### src/hdl/cscan_pkg.sv
// ----------------------------------------------------------------------------
// C-SCAN disk scheduler package
// Sizes, codes and the result word shared by the scheduler and its testbench.
// ----------------------------------------------------------------------------
package cscan_pkg;

  localparam int NUM_REQUESTERS = 16;
  localparam int TRACK_BITS     = 16;

  localparam int ID_BITS  = (NUM_REQUESTERS > 2) ? $clog2(NUM_REQUESTERS) : 1;
  localparam int CNT_BITS = $clog2(NUM_REQUESTERS + 1);

  // Width of the output fields, fixed by the port list.
  localparam int OUT_ID_BITS    = 4;
  localparam int OUT_TRACK_BITS = 16;

  // One entry of the request store: sweep bit above the track.
  localparam int ENTRY_BITS = TRACK_BITS + 1;

  typedef enum logic {
    REQ_ACCESS  = 1'b0,
    REQ_RELEASE = 1'b1
  } req_kind_t;

  typedef enum logic [1:0] {
    STATUS_OK           = 2'd0,
    STATUS_DUPLICATE    = 2'd1,
    STATUS_IDLE_RELEASE = 2'd2
  } status_t;

  typedef struct packed {
    logic                      grant;
    logic [OUT_ID_BITS-1:0]    id;
    logic [OUT_TRACK_BITS-1:0] track;
    status_t                   status;
  } result_t;

endpackage

### src/hdl/cscan_ram.sv
// ----------------------------------------------------------------------------
// Generic single-port-write RAM
// One write port and one read port; the read data is registered.
// ----------------------------------------------------------------------------
module cscan_ram #(
  parameter int WIDTH = 8,
  parameter int DEPTH = 16
) (
  input  logic                     clk,
  input  logic                     we,
  input  logic [$clog2(DEPTH)-1:0] waddr,
  input  logic [WIDTH-1:0]         wdata,
  input  logic                     re,
  input  logic [$clog2(DEPTH)-1:0] raddr,
  output logic [WIDTH-1:0]         rdata
);

  logic [WIDTH-1:0] mem [DEPTH];

  always_ff @(posedge clk) begin
    if (we) begin
      mem[waddr] <= wdata;
    end
    if (re) begin
      rdata <= mem[raddr];
    end
  end

endmodule

### src/hdl/cscan_disk_request_scheduler.sv
// ----------------------------------------------------------------------------
// C-SCAN disk request scheduler
// Grants a disk to one requester at a time in one-way elevator order.
// ----------------------------------------------------------------------------
// Usage:
//   The request channel (req_valid, req_stall) carries one word per request
//   or release. The response channel (rsp_valid, rsp_stall) returns exactly
//   one word for each, in order. A word moves when valid is high and stall
//   is low.
//   A request, and a release while the disk is idle, put the response word
//   into the holding register, from which it moves up to the output
//   register; the next word is accepted once it has left the holding one.
//   A release while the disk is busy scans every requester entry of the
//   track store, one read per cycle from its single read port. Its response
//   then passes a done state and the holding register on its way to the
//   output, and no further word is accepted before the scan and the done
//   state are over and the response has left the holding register.
//   Pending flags live in flip-flops; tracks and sweep bits sit in the RAM
//   and are only used for pending entries, so the RAM needs no clearing.
//   Reset leaves the disk idle with nothing pending, sweep 0, head track 0.
//   A response waits in the output register while the receiver stalls; one
//   more word can be accepted and its response held behind it, after which
//   req_stall stays high until the output drains.
// ----------------------------------------------------------------------------
module cscan_disk_request_scheduler import cscan_pkg::*; (
  input  logic        clk,
  input  logic        rst,
  input  logic        req_valid,
  output logic        req_stall,
  input  logic        req_type,
  input  logic [3:0]  requester_id,
  input  logic [15:0] track,
  output logic        rsp_valid,
  input  logic        rsp_stall,
  output logic        grant_valid,
  output logic [3:0]  granted_id,
  output logic [15:0] granted_track,
  output logic [1:0]  status
);

  typedef enum logic [1:0] {
    ST_IDLE,
    ST_SCAN,
    ST_DONE
  } state_t;

  state_t                  state;
  logic [NUM_REQUESTERS-1:0] pending;
  logic                    disk_busy;
  logic                    current_sweep;
  logic [TRACK_BITS-1:0]   head_track;

  logic [CNT_BITS-1:0]     rd_cnt;
  logic                    cmp_valid;
  logic [ID_BITS-1:0]      cmp_idx;
  logic [1:0]              found;
  logic [ID_BITS-1:0]      best_idx [2];
  logic [TRACK_BITS-1:0]   best_trk [2];

  result_t                 hold;
  logic                    hold_valid;
  result_t                 out_r;

  logic                    req_fire;
  logic [TRACK_BITS-1:0]   req_trk;
  logic [ID_BITS-1:0]      req_idx;
  logic                    req_in_range;
  logic                    req_new;
  logic                    req_sweep;
  result_t                 imm_res;

  logic                    ram_we;
  logic                    ram_re;
  logic [ID_BITS-1:0]      ram_raddr;
  logic [ENTRY_BITS-1:0]   ram_wdata;
  logic [ENTRY_BITS-1:0]   ram_rdata;

  logic [TRACK_BITS-1:0]   scan_trk;
  logic                    scan_sweep;
  logic                    scan_take;
  logic                    pick_sweep;
  logic                    pick_found;

  cscan_ram #(
    .WIDTH (ENTRY_BITS),
    .DEPTH (NUM_REQUESTERS)
  ) u_store (
    .clk   (clk),
    .we    (ram_we),
    .waddr (req_idx),
    .wdata (ram_wdata),
    .re    (ram_re),
    .raddr (ram_raddr),
    .rdata (ram_rdata)
  );

  assign req_stall = (state != ST_IDLE) || hold_valid;
  assign req_fire  = req_valid && !req_stall;

  assign req_trk      = TRACK_BITS'(track);
  assign req_idx      = ID_BITS'(requester_id);
  assign req_in_range = 32'(requester_id) < 32'(NUM_REQUESTERS);
  assign req_new      = req_in_range && !pending[req_idx];
  assign req_sweep    = (req_trk >= head_track) ? current_sweep : ~current_sweep;

  assign ram_we    = req_fire && (req_type == REQ_ACCESS) && req_new && disk_busy;
  assign ram_wdata = {req_sweep, req_trk};
  assign ram_re    = (state == ST_SCAN) && (rd_cnt < CNT_BITS'(NUM_REQUESTERS));
  assign ram_raddr = rd_cnt[ID_BITS-1:0];

  // The first entry seen with the lowest track wins, so ties go to the
  // lowest requester id.
  assign scan_trk   = ram_rdata[TRACK_BITS-1:0];
  assign scan_sweep = ram_rdata[TRACK_BITS];
  assign scan_take  = cmp_valid && pending[cmp_idx] &&
                      (!found[scan_sweep] || (scan_trk < best_trk[scan_sweep]));

  assign pick_sweep = found[current_sweep] ? current_sweep : ~current_sweep;
  assign pick_found = found[pick_sweep];

  always_comb begin
    imm_res = '{grant: 1'b0, id: '0, track: '0, status: STATUS_OK};
    if (req_type == REQ_RELEASE) begin
      imm_res.status = STATUS_IDLE_RELEASE;
    end else if (req_in_range && pending[req_idx]) begin
      imm_res.status = STATUS_DUPLICATE;
    end else if (req_in_range && !disk_busy) begin
      imm_res.grant = 1'b1;
      imm_res.id    = OUT_ID_BITS'(req_idx);
      imm_res.track = OUT_TRACK_BITS'(req_trk);
    end
  end

  always_ff @(posedge clk) begin
    if (rst) begin
      state         <= ST_IDLE;
      pending       <= '0;
      disk_busy     <= 1'b0;
      current_sweep <= 1'b0;
      head_track    <= '0;
      rd_cnt        <= '0;
      cmp_valid     <= 1'b0;
      found         <= '0;
      hold_valid    <= 1'b0;
      rsp_valid     <= 1'b0;
    end else begin
      // Output register drains first; the holding word moves up behind it.
      if (hold_valid && (!rsp_valid || !rsp_stall)) begin
        out_r      <= hold;
        rsp_valid  <= 1'b1;
        hold_valid <= 1'b0;
      end else if (rsp_valid && !rsp_stall) begin
        rsp_valid <= 1'b0;
      end

      unique case (state)
        ST_IDLE: begin
          if (req_fire) begin
            if ((req_type == REQ_RELEASE) && disk_busy) begin
              state     <= ST_SCAN;
              rd_cnt    <= '0;
              cmp_valid <= 1'b0;
              found     <= '0;
            end else begin
              hold       <= imm_res;
              hold_valid <= 1'b1;
              if ((req_type == REQ_ACCESS) && req_new) begin
                if (!disk_busy) begin
                  disk_busy  <= 1'b1;
                  head_track <= req_trk;
                end else begin
                  pending[req_idx] <= 1'b1;
                end
              end
            end
          end
        end

        ST_SCAN: begin
          if (ram_re) begin
            rd_cnt <= rd_cnt + CNT_BITS'(1);
          end
          cmp_valid <= ram_re;
          cmp_idx   <= ram_raddr;
          if (scan_take) begin
            found[scan_sweep]    <= 1'b1;
            best_idx[scan_sweep] <= cmp_idx;
            best_trk[scan_sweep] <= scan_trk;
          end
          if (cmp_valid && (cmp_idx == ID_BITS'(NUM_REQUESTERS - 1))) begin
            state <= ST_DONE;
          end
        end

        ST_DONE: begin
          hold_valid <= 1'b1;
          state      <= ST_IDLE;
          if (pick_found) begin
            pending[best_idx[pick_sweep]] <= 1'b0;
            head_track    <= best_trk[pick_sweep];
            current_sweep <= pick_sweep;
            hold <= '{grant:  1'b1,
                      id:     OUT_ID_BITS'(best_idx[pick_sweep]),
                      track:  OUT_TRACK_BITS'(best_trk[pick_sweep]),
                      status: STATUS_OK};
          end else begin
            // Both sweeps are empty: the disk goes idle.
            current_sweep <= 1'b0;
            disk_busy     <= 1'b0;
            hold <= '{grant: 1'b0, id: '0, track: '0, status: STATUS_OK};
          end
        end

        default: begin
          state <= ST_IDLE;
        end
      endcase
    end
  end

  assign grant_valid   = out_r.grant;
  assign granted_id    = out_r.id;
  assign granted_track = out_r.track;
  assign status        = out_r.status;

endmodule

### config.mk
export PLATFORM = sky130hd
export DESIGN_NAME = cscan_disk_request_scheduler
export DESIGN_NICKNAME = d
export VERILOG_FILES = /design/src/hdl/cscan_pkg.sv /design/src/hdl/cscan_ram.sv /design/src/hdl/cscan_disk_request_scheduler.sv
export SDC_FILE = /design/constraint.sdc
export NUM_CORES = 1
export LEC_CHECK = 0
export ABC_AREA = 1
export CAP_MARGIN = 10
export CORE_MARGIN = 5
export CORE_UTILIZATION = 40
export CTS_CLUSTER_SIZE = 28
export DETAILED_ROUTE_END_ITERATION = 16
export DONT_BUFFER_PORTS = 1
export PLACE_DENSITY = 0.52
export SETUP_SLACK_MARGIN = 0.4
export SYNTH_ARGS = -nofsm -noshare
export SYNTH_HDL_FRONTEND = slang
export SYNTH_SLANG_ARGS = --single-unit
export TNS_END_PERCENT = 5
### constraint.sdc
create_clock -name clk -period 5.6 [get_ports clk]
set_input_delay 0.84 -clock clk [delete_from_list [all_inputs] [get_ports clk]]
set_output_delay 0.84 -clock clk [all_outputs]
set_load 0.05 [all_outputs]
==> results of run 1 <==
worst max-delay path by stage:
stage | startpoint | to | slack, ns | cells past startpoint
2_1_floorplan | requester_id[0] | u_store.mem[10][0]$_DFFE_PP_ | 1.97 | 14
3_3_place_gp | u_store.rdata[16]$_DFFE_PP_ | best_idx[0][2]$_DFFE_PP_ | 1.95 | 12
3_5_place_dp | u_store.rdata[16]$_DFFE_PP_ | best_idx[0][1]$_DFFE_PP_ | 1.84 | 12
4_1_cts | u_store.rdata[16]$_DFFE_PP_ | best_idx[0][1]$_DFFE_PP_ | 1.81 | 12
5_1_grt | u_store.rdata[16]$_DFFE_PP_ | best_trk[0][9]$_DFFE_PP_ | 1.38 | 12
6_report | u_store.rdata[16]$_DFFE_PP_ | best_trk[0][8]$_DFFE_PP_ | 1.80 | 12
cell usage in the layout, fill, tap and decap left out, types with 2 or more instances in the layout:
cell type and n:
edfxtp_1 379, nand2_1 197, nor2_1 193, o21ai_0 164, inv_1 95, a21oi_1 60, nand3_1 58, o32ai_1 56
clkbuf_16 47, dfxtp_1 44, ha_1 32, o221ai_1 29, mux2i_1 28, buf_4 26, o211ai_1 22, nor3_2 16
clkbuf_1 16, nor2_2 7, a22oi_1 6, clkinv_2 6, o21ai_1 6, nor3_1 6, clkbuf_8 6, bufinv_16 5
clkinv_1 4, inv_2 4, o22ai_1 4, nand2_4 4, nand2_2 3, clkinvlp_4 3, a22oi_2 2, nand4_1 2
clkinv_16 2, dfxtp_4 2
routing by layer:
metal / vias to the layer above / part of all wire, % / track usage (%)
li1: 5500 / - / -
met1: 5583 / 47 / 25.9
met2: 338 / 45 / 27.3
met3: 47 / 6.3 / 4.22
met4: 0 / 1.5 / 3.64
met5: - / 0 / 0
critical path, stage by stage, from the launching register on:
cell      delay (ns)
edfxtp_1        0.70
clkinv_1        0.57
o21ai_0         0.35
ha_1            0.29
nand2_1         0.10
inv_1           0.04
nand3_1         0.09
inv_1           0.05
a21oi_1         0.13
nand2_1         0.06
nand2_1         0.07
nand3_1         0.12
nor2_2          0.82
sequential cells by signal (all words and copies together), names as in the netlist, 8 cells and up:
signal         cells
best_idx           8
best_trk          32
granted_track     16
head_track        16
hold              23
pending           16
u_store.mem      272
u_store.rdata     17
power by group through the flow:
stage / Sequential, mW / Clock, mW / Combinational (mW)
2_1_floorplan: 3.58 / 0 / 0.157
3_3_place_gp: 3.59 / 0 / 0.202
3_5_place_dp: 3.59 / 0 / 0.204
4_1_cts: 3.53 / 3.19 / 0.205
5_1_grt: 3.53 / 3.33 / 0.231
6_report: 3.52 / 3.11 / 0.205
kinds of logic (layout without fill, tap and decap cells):
group	after synthesis	in the layout	synth area share [%]
buffers and inverters	183	215	4.02
adder cells (fa/ha/maj)	32	32	2.23
AO/OA/AOI/OAI	353	353	12.2
multiplexers	28	28	1.56
XOR/XNOR	2	2	0.0978
AND/OR/NAND/NOR	490	490	11.2
flip-flops	425	425	68.7
cell type report:
| cell class | instances | share of cell area (%) |
|---|---|---|
| Sequential cell | 425 | 60.9 |
| Multi-Input combinational cell | 905 | 24.7 |
| Clock buffer | 69 | 6.52 |
| Tap cell | 592 | 3.66 |
| Inverter | 103 | 1.94 |
| Clock inverter | 17 | 1.31 |
| Timing Repair Buffer | 26 | 0.965 |
through the flow:
step / util, % / cells / setup WS (ns) / hold WS [ns] / area (um^2)
4_1_cts: 45.7 / 2136 / 1.81 / 0.285 / 20200
5_1_grt: 45.7 / 2137 / 1.38 / 0.301 / 20200
3_5_place_dp: 42.1 / 2050 / 1.84 / 0.406 / 18600
2_1_floorplan: - / 1513 / 1.97 / 0.400 / 17900
6_report: 45.7 / 2137 / 1.80 / 0.335 / 20200
3_3_place_gp: 42.1 / 2050 / 1.95 / 0.402 / 18600
==> results by group, run 1 <==
Run status
  • Status: finished clean

Layout
  • Diodes inserted: 0
  • Layout cell share with drive strength beyond 1: roughly 9%
  • Fillers: 4,019
  • Area grow syn2layout: 12.8%
  • Fin nets: 1,564
  • Reg area: 12,300 um^2
  • Area of the multi-input gates: between 4000 and 5000 um^2

Synth
  • Yosys warnings: 0
  • Async S/R FF share, synth: 0%
  • Syn_nets: 1,570
  • Average size of a mapped cell: about 12 um^2
  • Post-synth EDFFs: 379
  • Ranking of synthesized cells by area: edfxtp_1, dfxtp_1, o21ai_0
  • Synth Cell Area: 17,900 um^2
  • Top post-synthesis cells by count: edfxtp_1, nand2_1, nor2_1
  • Flops & latches, synth: around 430
  • Netlist cell types: 39
  • Cell taking the most area after synthesis: edfxtp_1
  • Mapped Cells: 1,513
  • Sequential share of the synthesized area: 68.7%
  • Synth top area share: 63.5%
  • Top FF cell, synth: edfxtp_1
  • Most numerous cell in the Yosys netlist: edfxtp_1

STA
  • Crit share post-route: 67.8%
  • Final Hold Viols: 0
  • Period minus WS final: between 3 and 4 ns
  • Slew Limit Fails: 0
  • Actual slew at the worst max-slew pin: ~1.2 ns
  • Fin Setup TNS: 0 ns
  • Max_slew headroom: approximately 22%
  • Peak Freq: 263 MHz
  • RSZ-0062 raised after global routing: no
  • # setup viols final: 0
  • Setup Skew: 0.0333 ns

Power
  • Pwr Density: 338 nW/um^2
  • Sequential power share: 51.5%
  • Total design power: 6.84 mW
  • Peak VDD IR: 264 uV
  • P_sw: 1.42 mW
  • Clock Power Share: 45.5%
  • Pleak: roughly 6.7 nW
  • Sw frac: 20.8%
  • Internal Power: 5.42 mW
  • Comb pwr share: ~3.0%

Clocking
  • Root Buffer: clkbuf_16
  • Setup Fix Bufs, Post-CTS: 0
  • Clock transition at path regs: 0.06 ns
  • Hold-fix buffers, CTS: 0
  • CTS buffer count: 46
  • Post-CTS sizing: 0
  • Clk_lat worst skew: 0.59 ns
  • Clk sinks: 425
  • Clock buffer depth: 3
  • CTS tree: built
  • Number of H-tree levels: 2

Worst hold path
  • Hold Startpoint: rst
  • WHS Path Cells: 1
  • Worst Hold Class: input pin to flip-flop
  • Hold Crit Endpoint: rsp_valid$_SDFFE_PP0P_

Critical path
  • Critical Path RT: about 5.8 ns
  • Crit path capture type: flip-flop
  • Worst r2r path cells: 12
  • Critical path arrival: 3.98 ns
  • FF-to-FF End: best_trk[0][8]$_DFFE_PP_
  • Worst-path maximum fanout: 20
  • Reg2reg setup slack: 1.80 ns
  • Critical path class: flip-flop to flip-flop
  • Startpoint types: flip-flop
  • Reg-to-Reg Start: u_store.rdata[16]$_DFFE_PP_

Global route
  • Vias in the first global route: roughly 11,000
  • Grt ovf: 0
  • Global-route wire length before repair: 67,400 um
  • Largest net degree at the start of global routing: 93
  • Initial antenna violation count: 0
  • Total GRT Usage: 17.7%

Place
  • Global placer's final weighted congestion: 0.865
  • DP HPWL: 27,300 um
  • Buffers on Ports: 0

Routing
  • Post-route ant nets: 0
  • DR iter-0 viols: 900
  • Post-route DRC: 0
  • Avg WL per Cell: 20.9 um
  • DR pass1 iterations: 7
  • Via Count: roughly 11,000
  • WL final: ~45,000 um
  • Vias per cell: ~5.4

Die
  • Area of the core region: roughly 44,000 um^2
  • Die Footprint: 49,100 um^2
  • I/O pins: 50
  • DIE HEIGHT: 222 um
  • Row count: between 70 and 80
  • Die width: 222 um
  • Initial Utilization: between 40% and 50%

Run
  • Max-cap violations: 0
(Power assumes the default switching activity.)
==> run 2, diff against run 1 <==
clock period = 3.5 ns   (was 5.6 ns; I/O delays follow)
==> results by group, run 2 (synthesis gave the netlist of run 1 again) <==
Critical path
  • Crit path launch: u_store.rdata[16]$_DFFE_PP_
  • FF-to-FF End: best_trk[0][12]$_DFFE_PP_
  • Worst r2r path cells: 14
  • Critical path arrival: around 3 ns
  • Worst-path maximum fanout: 19
  • Reg2reg setup slack: 0.74 ns
  • Critical Path RT: between 3 and 4 ns
  • Reg-to-Reg Start: u_store.rdata[16]$_DFFE_PP_
  • Crit path capture type: flip-flop
  • Setup crit end: best_trk[0][12]$_DFFE_PP_
  • Critical path class: flip-flop to flip-flop
  • Startpoint types: flip-flop

Place
  • Buffers on Ports: 0
  • Global placer's final weighted congestion: about 0.89
  • Post-place setup slack: 0.667 ns
  • DP HPWL: 30,500 um

Layout
  • Largest register FFs: 272
  • Fillers: 3,998
  • Largest reg by FF count: u_store.mem
  • Most frequent cells in the layout: edfxtp_1, nand2_1, nor2_1
  • Largest registers: u_store.mem (272), best_trk (32), hold (23)
  • Layout cell share with drive strength beyond 1: 9.90%
  • Most common cell after layout, fill and taps aside: edfxtp_1
  • Fin nets: 1,578
  • Area grow syn2layout: 13.2%
  • Diodes inserted: 0

Routing
  • DR iter-0 viols: 1,125
  • Post-route ant nets: 0
  • Avg WL per Cell: 21.9 um
  • Via Count: 11,700
  • Vias per cell: roughly 5.4
  • DR pass1 iterations: 5
  • WL final: 47,000 um
  • Post-route DRC: 0

Clocking
  • Clk_lat worst skew: 0.58 ns
  • Clk sinks: 425
  • CTS tree: built
  • Root Buffer: clkbuf_16
  • Number of H-tree levels: 2
  • Clock transition at path regs: 0.06 ns
  • Clock buffer depth: 3
  • CTS buffer count: 45

STA
  • Final Hold Viols: 0
  • # setup viols final: 0
  • Crit share post-route: between 70% and 80%
  • Peak Freq: between 300 and 400 MHz
  • Slew Limit Fails: 0
  • Max_slew headroom: 17.3%
  • Actual slew at the worst max-slew pin: 1.24 ns
  • Fin Setup TNS: 0 ns
  • Setup Skew: 0.0121 ns
  • Period minus WS final: approximately 2.8 ns
  • RSZ-0062 raised after global routing: no
  • Fin worst setup slack: ~0.74 ns

Global route
  • Grt ovf: 0
  • Total GRT Usage: 18.6%
  • Initial antenna violation count: 0
  • Largest net degree at the start of global routing: 73
  • Global-route wire length before repair: 70,600 um
  • Vias in the first global route: ~11,000

Worst hold path
  • Worst Hold Class: input pin to flip-flop

Die
  • Row count: 77
  • DIE HEIGHT: 222 um
  • Area of the core region: 44,200 um^2
  • Die Footprint: slightly below 50,000 um^2
  • Initial Utilization: 40.5%
  • Die width: 222 um
  • I/O pins: 50

Power
  • Pwr Density: 536 nW/um^2
  • Peak VDD IR: 342 uV
  • Pleak: about 6.8 nW

Run status
  • Status: finished clean

Run
  • Max-cap violations: 0
## run 2: area by class of cell
cell class / count / area (um^2) / share of cell area (%)
flip-flops and latches: 425 / 12300 / 60.7
multi-input cells: 905 / 5000 / 24.7
clock buffers: 57 / 1200 / 5.93
well taps: 592 / 741 / 3.65
inverters: 103 / 397 / 1.96
repair buffers: 41 / 335 / 1.65
clock inverters: 25 / 298 / 1.47
## run 2: worst min-delay path by stage
stage                                      from                          end  slack [ns]  cells past startpoint
final                                  track[2]  u_store.mem[6][2]$_DFFE_PP_        0.04                      0
after global routing                   track[2]  u_store.mem[6][2]$_DFFE_PP_        0.02                      0
after CTS                              track[2]  u_store.mem[6][2]$_DFFE_PP_       0.007                      0
after detailed placement      hold[3]$_DFFE_PP_   granted_track[1]$_DFFE_PP_        0.41                      0
after global placement    hold[1]$_SDFFCE_PP0P_          status[1]$_DFFE_PP_        0.40                      0
after floorplan              hold[22]$_DFFE_PP_        grant_valid$_DFFE_PP_        0.40                      0
## run 2: stage by stage
| step | util, % | total power [mW] | cells | hold WS (ns) | area (um^2) |
|---|---|---|---|---|---|
| 2_1_floorplan | - | 5.99 | 1513 | 0.400 | 17900 |
| 3_3_place_gp | 42.4 | 6.10 | 2064 | 0.401 | 18800 |
| 3_5_place_dp | 42.4 | 6.10 | 2064 | 0.406 | 18800 |
| 4_1_cts | 45.9 | 11.0 | 2148 | 0.00699 | 20300 |
| 5_1_grt | 45.9 | 11.2 | 2148 | 0.0153 | 20300 |
| 6_report | 45.9 | 10.9 | 2148 | 0.0364 | 20300 |
## run 2: timing repair
action	in CTS	in global routing
buffers inserted	0	0
hold endpoints to repair	31	0
resized for setup	0	1
hold buffers	2	0
setup endpoints to repair	0	39
## run 2: power breakdown
| group | internal (mW) | total [mW] | switching [mW] |
|---|---|---|---|
| Sequential | 5.58 | 5.64 | 0.0631 |
| Clock | 2.88 | 4.87 | 1.99 |
| Combinational | 0.106 | 0.365 | 0.259 |
| Total | 8.57 | 10.9 | 2.31 |
## run 2: critical path, cell delays in order, from the launching register on
cell and delay, ns:
edfxtp_1 0.44, buf_4 0.23, nand2_1 0.08, o21ai_0 0.08
ha_1 0.30, a21oi_1 0.15, nor2_1 0.05, a211oi_1 0.17
nand2_1 0.12, nand2_1 0.07, nand2_1 0.07, nand2_1 0.08
nand3_1 0.12, nor2_2 0.14, buf_4 0.30
## run 2: routing by layer
metal / GRT usage (%) / up-vias / wire length, um
li1: - / 5523 / -
met1: 27.7 / 5622 / 21800
met2: 27.1 / 453 / 20400
met3: 4.02 / 86 / 3170
met4: 6.74 / 0 / 1590
met5: 0 / - / 0
